File: src/design/gssmp_pkg.sv
// ----------------------------------------------------------------------------
// gssmp_pkg
// Constants shared by the geometric series sum blocks.
// ----------------------------------------------------------------------------
package gssmp_pkg;
    localparam logic [29:0] PRIME     = 30'd1000000007;
    localparam logic [29:0] PRIME_M2  = 30'd1000000005;
    localparam int          MW        = 30;
endpackage

File: src/design/geometric_series_sum_mod_prime.sv
// ----------------------------------------------------------------------------
// geometric_series_sum_mod_prime
// Sum of a^0..a^k modulo 1000000007.
// ----------------------------------------------------------------------------
// One word at a time. Reduction of the 64-bit base and of k+1 runs side by side,
// one bit per cycle. Then, unless the reduced base is 0 or 1, come two
// square-and-multiply passes (up to 64 and 30 exponent bits) and a final
// product. Each modular product runs on one shared bit-serial multiplier. A
// finished word waits in the output register, so the next word can be taken
// and computed while it waits.
module geometric_series_sum_mod_prime import gssmp_pkg::*; (
    input  logic        aclk,
    input  logic        aresetn,
    input  logic        s_valid,
    output logic        s_ready,
    input  logic [63:0] s_base_value,
    input  logic [62:0] s_last_power,
    output logic        m_valid,
    input  logic        m_ready,
    output logic [29:0] m_series_sum
);
    localparam logic [3:0] S_IDLE = 4'd0, S_RED = 4'd1, S_SEL = 4'd2,
                           S_P1M = 4'd3, S_P1S = 4'd4, S_P2M = 4'd5,
                           S_P2S = 4'd6, S_FIN = 4'd7, S_OUT = 4'd8,
                           S_WAIT = 4'd9;

    logic [3:0]    st_reg;
    logic [3:0]    ret_reg;
    logic [63:0]   bsh_reg, esh_reg;
    logic [MW-1:0] ra_reg, rn_reg, acc_reg, sq_reg, num_reg;
    logic          neg_reg, pass_reg;
    logic [6:0]    cnt_reg;
    logic [MW-1:0] res_reg;
    logic          mv_reg;
    logic          mstart;
    logic [MW-1:0] mx, my, mp;
    logic          mdone;
    logic [MW:0]   ta, tn;
    logic [MW-1:0] ta_r, tn_r, a_fix;

    gssmp_mulmod u_mul (.aclk(aclk), .aresetn(aresetn), .start(mstart),
        .x(mx), .y(my), .done(mdone), .prod(mp));

    always_comb begin
        ta   = {ra_reg, bsh_reg[63]};
        ta_r = (ta >= {1'b0, PRIME}) ? MW'(ta - {1'b0, PRIME}) : ta[MW-1:0];
        tn   = {rn_reg, esh_reg[63]};
        tn_r = (tn >= {1'b0, PRIME}) ? MW'(tn - {1'b0, PRIME}) : tn[MW-1:0];
        a_fix = (neg_reg && ra_reg != '0) ? PRIME - ra_reg : ra_reg;
    end

    assign s_ready      = (st_reg == S_IDLE);
    assign m_valid      = mv_reg;
    assign m_series_sum = res_reg;

    always_ff @(posedge aclk) begin
        if (!aresetn) begin
            st_reg <= S_IDLE;
            mv_reg <= 1'b0;
            mstart <= 1'b0;
        end else begin
            mstart <= 1'b0;
            if (mv_reg && m_ready) mv_reg <= 1'b0;
            unique case (st_reg)
                S_IDLE: if (s_valid) begin
                    neg_reg <= s_base_value[63];
                    bsh_reg <= s_base_value[63] ? (~s_base_value + 64'd1) : s_base_value;
                    esh_reg <= {1'b0, s_last_power} + 64'd1;
                    ra_reg  <= '0;
                    rn_reg  <= '0;
                    cnt_reg <= 7'd64;
                    st_reg  <= S_RED;
                end
                S_RED: begin
                    ra_reg  <= ta_r;
                    rn_reg  <= tn_r;
                    bsh_reg <= {bsh_reg[62:0], 1'b0};
                    esh_reg <= {esh_reg[62:0], esh_reg[63]};
                    cnt_reg <= cnt_reg - 7'd1;
                    if (cnt_reg == 7'd1) st_reg <= S_SEL;
                end
                S_SEL: begin
                    ra_reg <= a_fix;
                    if (a_fix == '0) begin
                        acc_reg <= MW'(1);
                        st_reg  <= S_OUT;
                    end else if (a_fix == MW'(1)) begin
                        acc_reg <= rn_reg;
                        st_reg  <= S_OUT;
                    end else begin
                        acc_reg  <= MW'(1);
                        sq_reg   <= a_fix;
                        pass_reg <= 1'b0;
                        cnt_reg  <= 7'd64;
                        st_reg   <= S_P1M;
                    end
                end
                S_P1M: begin
                    if (esh_reg[0]) begin
                        mx <= acc_reg; my <= sq_reg; mstart <= 1'b1;
                        ret_reg <= S_P1S; st_reg <= S_WAIT;
                    end else st_reg <= S_P1S;
                end
                S_P1S: begin
                    mx <= sq_reg; my <= sq_reg; mstart <= 1'b1;
                    ret_reg <= S_P2M; st_reg <= S_WAIT;
                end
                S_P2M: begin
                    if (cnt_reg == 7'd1 || esh_reg[63:1] == '0) begin
                        if (!pass_reg) begin
                            num_reg  <= (acc_reg == '0) ? PRIME - MW'(1) : acc_reg - MW'(1);
                            acc_reg  <= MW'(1);
                            sq_reg   <= ra_reg - MW'(1);
                            esh_reg  <= {34'd0, PRIME_M2};
                            pass_reg <= 1'b1;
                            cnt_reg  <= 7'd30;
                            st_reg   <= S_P1M;
                        end else begin
                            mx <= num_reg; my <= acc_reg; mstart <= 1'b1;
                            ret_reg <= S_FIN; st_reg <= S_WAIT;
                        end
                    end else begin
                        esh_reg <= {1'b0, esh_reg[63:1]};
                        cnt_reg <= cnt_reg - 7'd1;
                        st_reg  <= S_P1M;
                    end
                end
                S_WAIT: if (mdone) begin
                    unique case (ret_reg)
                        S_P1S:   acc_reg <= mp;
                        S_P2M:   sq_reg  <= mp;
                        default: acc_reg <= mp;
                    endcase
                    st_reg <= (ret_reg == S_FIN) ? S_OUT : ret_reg;
                end
                S_FIN: st_reg <= S_OUT;
                S_OUT: if (!mv_reg) begin
                    res_reg <= acc_reg;
                    mv_reg  <= 1'b1;
                    st_reg  <= S_IDLE;
                end
                default: st_reg <= S_IDLE;
            endcase
        end
    end
endmodule

File: src/design/gssmp_mulmod.sv
// ----------------------------------------------------------------------------
// gssmp_mulmod
// Bit-serial modular multiplier: x*y mod p, one multiplier bit per cycle.
// ----------------------------------------------------------------------------
module gssmp_mulmod import gssmp_pkg::*; (
    input  logic          aclk,
    input  logic          aresetn,
    input  logic          start,
    input  logic [MW-1:0] x,
    input  logic [MW-1:0] y,
    output logic          done,
    output logic [MW-1:0] prod
);
    logic [MW-1:0] acc_reg, acc_next;
    logic [MW-1:0] y_reg, y_next;
    logic [MW-1:0] x_reg;
    logic [4:0]    cnt_reg, cnt_next;
    logic          busy_reg, busy_next;
    logic          done_reg, done_next;
    logic [MW:0]   dbl, dbl_r, add, add_r;

    always_comb begin
        dbl   = {acc_reg, 1'b0};
        dbl_r = (dbl >= {1'b0, PRIME}) ? dbl - {1'b0, PRIME} : dbl;
        add   = dbl_r + {1'b0, x_reg};
        add_r = (add >= {1'b0, PRIME}) ? add - {1'b0, PRIME} : add;
        acc_next  = acc_reg;
        y_next    = y_reg;
        cnt_next  = cnt_reg;
        busy_next = busy_reg;
        done_next = 1'b0;
        if (start) begin
            acc_next  = '0;
            y_next    = y;
            cnt_next  = 5'(MW - 1);
            busy_next = 1'b1;
        end else if (busy_reg) begin
            acc_next = y_reg[MW-1] ? add_r[MW-1:0] : dbl_r[MW-1:0];
            y_next   = {y_reg[MW-2:0], 1'b0};
            cnt_next = cnt_reg - 5'd1;
            if (cnt_reg == 5'd0) begin
                busy_next = 1'b0;
                done_next = 1'b1;
            end
        end
    end

    always_ff @(posedge aclk) begin
        if (!aresetn) begin
            busy_reg <= 1'b0;
            done_reg <= 1'b0;
        end else begin
            busy_reg <= busy_next;
            done_reg <= done_next;
        end
        acc_reg <= acc_next;
        y_reg   <= y_next;
        cnt_reg <= cnt_next;
        if (start) x_reg <= x;
    end

    assign done = done_reg;
    assign prod = acc_reg;
endmodule

File: config.mk
export PLATFORM = sky130hd
export DESIGN_NAME = geometric_series_sum_mod_prime
export DESIGN_NICKNAME = d
export VERILOG_FILES = /design/src/design/gssmp_pkg.sv /design/src/design/geometric_series_sum_mod_prime.sv /design/src/design/gssmp_mulmod.sv
export SDC_FILE = /design/constraint.sdc
export NUM_CORES = 1
export LEC_CHECK = 0
export BUFFER_PORTS_ARGS = -buffer_cell sky130_fd_sc_hd__buf_2
export CAP_MARGIN = 20
export CORE_MARGIN = 1.5
export CORE_UTILIZATION = 51
export DETAILED_ROUTE_END_ITERATION = 8
export PLACE_DENSITY = 0.68
export SYNTH_ARGS = -nofsm -noshare
export SYNTH_HDL_FRONTEND = slang
export SYNTH_SLANG_ARGS = --single-unit
File: constraint.sdc
create_clock -name aclk -period 15.2 [get_ports aclk]
set_clock_uncertainty 0.1 [all_clocks]
set_input_delay 1.52 -clock aclk [delete_from_list [all_inputs] [get_ports aclk]]
set_output_delay 1.52 -clock aclk [all_outputs]
set_load 0.1 [all_outputs]
Yosys cells after proc, flatten, opt, wreduce, memory -nomap -nowiden. Cells that the tools add are included.

Output and inout port bits: 32. Latch bits: 0. Register bits: 484. Input port bits: 131. Memories: 0. Logic and storage cells: 175. Memory bits (writable): 0. Memory bits (read-only): 0.

Shift-type cells: 0. Add/sub/neg operators: 12. Order comparisons: 4. Divide/modulo/power cells: 0. Mux-type cells: 76. Equal/unequal tests: 25. Reduce and logical (&&, ||, !) cells: 30. Bitwise operators: 5. Multiply operators: 0.

Operators by type and width (number): $mux 30 (26); $pmux 30 s3 (5); $mux 64 (5); $pmux 64 s3 (1); $pmux 64 s2 (1); $ge 31x30->1 const B (4); $sub 30x30->30 const B (3); $add 63x1->64 const B (1); $add 64x1->64 const B (1); $not 64->64 (1); $logic_not 63->1 (1); $logic_not 30->1 (2); $pmux 30 s2 (1); $sub 30x1->30 const B (2); $mux 4 (13); $pmux 4 s9 (1); $mux 7 (5); $add 31x30->31 (1); $mux 31 (1); $sub 31x30->31 const B (1); $eq 30x1->1 const B (1); $reduce_bool 30->1 (1); $sub 30x30->30 const A (1); $pmux 7 s4 (1); other kinds (28) (72).

Logic depth before layout (Yosys ltp).
Depth after elaboration: 7. Gate-level depth with buffers: 27.

Cells and area by module. Synthesis repeated with hierarchy kept, for this count alone.

Cell total of the unflattened synthesis: 3051. Area total of the unflattened synthesis: 29754.8 µm².

Modules (own cells, without submodules): geometric_series_sum_mod_prime (area each 22150.0 µm², cells each 2209, sequential area each 11501.0 µm², times used 1); gssmp_mulmod (area each 7604.8 µm², cells each 842, sequential area each 2542.4 µm², times used 1).

Worst setup path before layout. OpenSTA, ideal clock, no wires.

Kind: reg-to-reg. Start: register st_reg[0]. End: register bsh_reg[0] (enable). Library setup time: 547 ps. Period minus slack after synthesis: 8537 ps. Buffers on the path: 1. Cell stages (with the launch flop): 6. Data required time: 14553 ps. Slack: 6663 ps. Data arrival time: 7890 ps. Cell sequence: dfxtp_1 > clkbuf_1 > nor4_1 > and2_1 > nor2_1 > nor2_1.

Longest elaborated chain between the ends: 3. Elaborated cells on any way between the ends: 5.

RTL lines: start: declaration (line geometric_series_sum_mod_prime.sv:27) `logic [3:0] st_reg;`; start signal: assignment (line geometric_series_sum_mod_prime.sv:134) `st_reg <= (ret_reg == S_FIN) ? S_OUT : ret_reg;`; $logic_not 4->1 (*); net s_ready (line geometric_series_sum_mod_prime.sv:15) `output logic s_ready,`; $ne 2x2->1 (no line) / $reduce_bool 2->1 (equally long branches); $reduce_and 3->1 (no line) (*); end signal: assignment (line geometric_series_sum_mod_prime.sv:67) `bsh_reg <= s_base_value[63] ? (~s_base_value + 64'd1) : s_base_value;`; end signal: assignment (line geometric_series_sum_mod_prime.sv:77) `bsh_reg <= {bsh_reg[62:0], 1'b0};`; end: declaration (line geometric_series_sum_mod_prime.sv:29) `logic [63:0] bsh_reg, esh_reg;`.

The timed path passes the listed nets; every way through them passes the cells marked *. A chain may end at the register's enable or synchronous reset.

Final worst setup path.
Start: register u_mul.acc_reg[4] (netlist: u_mul.prod[4]). End: register u_mul.acc_reg[9] (netlist: u_mul.prod[9]).

Longest elaborated chain between the ends: 6. Elaborated cells on any way between the ends: 8.

RTL lines: start: declaration (line gssmp_mulmod.sv:14) `logic [MW-1:0] acc_reg, acc_next;`; start signal: assignment (line gssmp_mulmod.sv:56) `acc_reg <= acc_next;`; $sub 31x30->31 / $ge 31x30->1 (equally long branches) (line gssmp_mulmod.sv:24) `dbl_r = (dbl >= {1'b0, PRIME}) ? dbl - {1'b0, PRIME} : dbl;`; $mux 31 (*) (line gssmp_mulmod.sv:24); $add 31x30->31 (line gssmp_mulmod.sv:25) `add = dbl_r + {1'b0, x_reg};`; $sub 30x30->30 / $ge 31x30->1 (equally long branches) (line gssmp_mulmod.sv:26) `add_r = (add >= {1'b0, PRIME}) ? add - {1'b0, PRIME} : add;`; $mux 30 (line gssmp_mulmod.sv:26); $mux 30 (*) (line gssmp_mulmod.sv:38) `acc_next = y_reg[MW-1] ? add_r[MW-1:0] : dbl_r[MW-1:0];`.

Every way passes the cells marked *; elsewhere a longest branch is shown, timed or not.

==> reports/qor.csv <==
metric;value;unit
outcome;finished clean;
syn_to_final_growth;10.94;%
finalSetupViolCount;0;
p_seq_frac;0.347;
hold_path_class;reg -> reg;
leakagePower;0.01138;uW
grt_first_pass_wirelength;135000;um
dieArea;58920;um2
synth-compound-area-share;0.1863;
cts_tree;done;
gp_congestion;0.9336;
synth_top_family_by_area;compound AO/OA/AOI/OAI gates;
synth_seq_area_share;0.4791;
timing.fmax;119.6;MHz
grt_max_degree;124;
io_pins;163;
htreeDepth;2;
slowest_stage;a2111oi_2;
slew_headroom;0.2648;
dieWidth;242.7;um
cts-root-to-sink-buffers;3;
critPathMaxStageDelay;810;ps
cts_root_buffer;clkbuf_16;
final_layout_size_suffix_gt1_frac;0.1164;
p_comb_frac;0.428;
period_needed;8364;ps
p_int;3583;uW
ctsResizeCount;0;
nFillCells;4943;
path_clk_slew;60;ps
netlist_area;29310;um2
rsz0062_at_grt;false;
synth_edf_count;439;
numCtsBuffers;53;
grt_usage;0.2886;
power_density;189.5;nW/um2
port_buffers;162;
fin_util;0.5745;
synthAdderAreaFrac;0.01946;
clk_latency;620;ps
dr_total_vias;24574;
wl;86470;um
syn_avg_cell_area;9.807;um2
initial_core_util;0.5178;
first_pass_iters;6;
final-max-slew-violation-count;0;
p_switching;2579;uW
post_cts_buffers;0;
maxCapViolations;0;
synth-seq-cells;482;
dpl.hpwl;62440;um
mostFrequentLayoutCells;edfxtp_1 (439), nand2_1 (381), o21ai_0 (215), nor2_1 (198), xor2_1 (176);
mostFrequentLayoutCell;edfxtp_1;
cp-end-kind;flip-flop;
p_sw_frac;0.4185;
synthArstFlopShare;0;
synth_cell_type_count;83;
p_clk_frac;0.225;
wl_per_cell;22.51;um
initialDrtViolationCount;2397;
grt_pass1_vias;23472;
worstPathMaxFanout;16;
hold_path_depth;0;
rows;87;
r2r_cells;22;
antenna_left;0;
globalRouteOverflowTotal;0;
synthXorXnorAreaFrac;0.09084;
cp-start-kind;flip-flop;
syn_inst;2989;
vias_per_cell;6.398;
worst_pin_slew;1098;ps
max-vdd-ir-drop;0.09237;mV
coreArea;56600;um2
yosys.area_share.simple;0.1756;
crit_type;reg -> reg;
muxShareOfSynthArea;0.01464;
syn_nets;3165;
die_h;242.7;um
cp.arrival;8760;ps
postCtsHoldBufs;0;
crit_chain;nor4_1, a21boi_0, o21ai_0, a21oi_1, o21a_1, o21a_1, nor2_1, inv_1, ha_1, inv_1, fa_1, nor2b_1, o31ai_1, a21oi_1, or3_1, a311oi_1, o22ai_1, a2111oi_2, a311o_1, nand2_1, a31o_2, o221a_2;
antenna_found_initial;2;
fin_nets;3217;
drc;0;
yosysWarnings;0;
post-route-period-util;0.5502;
required;15590;ps
synthFlopType;edfxtp_1;
final.setup.tns;0;ps
finalHoldViolCount;0;
numClockSinks;482;
[final cells by class]
class	instances	area (um2)	share of cell area
Antenna cell	1	2.502	0.00007695
Clock buffer	67	1440	0.04428
Clock inverter	31	434.2	0.01335
Inverter	61	229.0	0.007041
Multi-Input combinational cell	2249	14360	0.4415
Sequential cell	482	14050	0.4320
Tap cell	756	945.9	0.02909
Timing Repair Buffer	194	1065	0.03274
[metal layers]
metal | up-vias | wire length (um) | GRT usage
met5 | - | 9 | 0
met4 | 2 | 3697 | 0.1215
met3 | 180 | 5975 | 0.04235
met2 | 1041 | 41390 | 0.4792
met1 | 11958 | 35400 | 0.3775
li1 | 11393 | - | -
[synth_stat cells, types with 19 or more instances]
master	number	share of area
o31ai_1	31	0.0079
a21o_1	19	0.0049
nor3_1	62	0.011
a21oi_1	141	0.024
edfxtp_1	439	0.45
nand4_1	44	0.0094
or4_1	22	0.0056
nor4_1	41	0.0088
dfxtp_1	43	0.029
ha_1	44	0.019
or3_1	41	0.0088
nand2_1	383	0.049
a221oi_1	51	0.015
o22ai_1	47	0.010
nor2_1	202	0.026
o211ai_1	31	0.0079
xnor2_1	128	0.038
mux2_2	31	0.012
inv_1	59	0.0076
a221o_1	32	0.011
a22oi_1	38	0.0097
xor2_1	176	0.053
and2_1	23	0.0049
clkbuf_1	184	0.024
and3_1	61	0.013
nand3_1	71	0.012
nand2b_1	22	0.0047
a22o_1	33	0.0099
o21ai_0	215	0.037
[critical path, delay by kind of cell, from the launching register on]
family,cells,cell delay (ps)
flip-flops,1,380
adder cells (fa/ha/maj),2,610
AND/OR/NAND/NOR,5,1840
AO/OA/AOI/OAI,13,4760
buffers and inverters,2,550
[cells by family after synthesis]
family | count (synthesis)
buffers and inverters | 258
multiplexers | 39
flip-flops | 482
AO/OA/AOI/OAI | 806
adder cells (fa/ha/maj) | 45
XOR/XNOR | 304
AND/OR/NAND/NOR | 1055
[metrics by stage]
step | power [uW] | instances | instance area [um2] | hold WS (ps) | setup slack [ps]
after floorplan | 3989 | 2989 | 29310 | 300.3 | 6663
after global placement | 4703 | 3739 | 30610 | 304.4 | 7193
after detailed placement | 4739 | 3740 | 30620 | 306.2 | 6867
after CTS | 6134 | 3838 | 32490 | 316.1 | 6809
after global routing | 6523 | 3840 | 32520 | 331.7 | 6055
final | 6162 | 3841 | 32520 | 313.5 | 6836
[power by group through the flow]
stage / logic [uW] / clock network, uW / registers [uW]
after floorplan: 2010 / 0 / 1980
after global placement: 2560 / 0 / 2150
after detailed placement: 2580 / 0 / 2160
after CTS: 2600 / 1410 / 2130
after global routing: 2900 / 1450 / 2170
final: 2640 / 1380 / 2140
[path summary, 6_finish.rpt]
path	from	endpoint	slack (ps)
worst max-delay path	u_mul.prod[4]	u_mul.prod[9]	6840
worst min-delay path	mx[5]	u_mul.x_reg[5]	310
worst max register to register	u_mul.prod[4]	u_mul.prod[9]	6840
worst min register to register	mx[5]	u_mul.x_reg[5]	310
(Power assumes the default switching activity.)
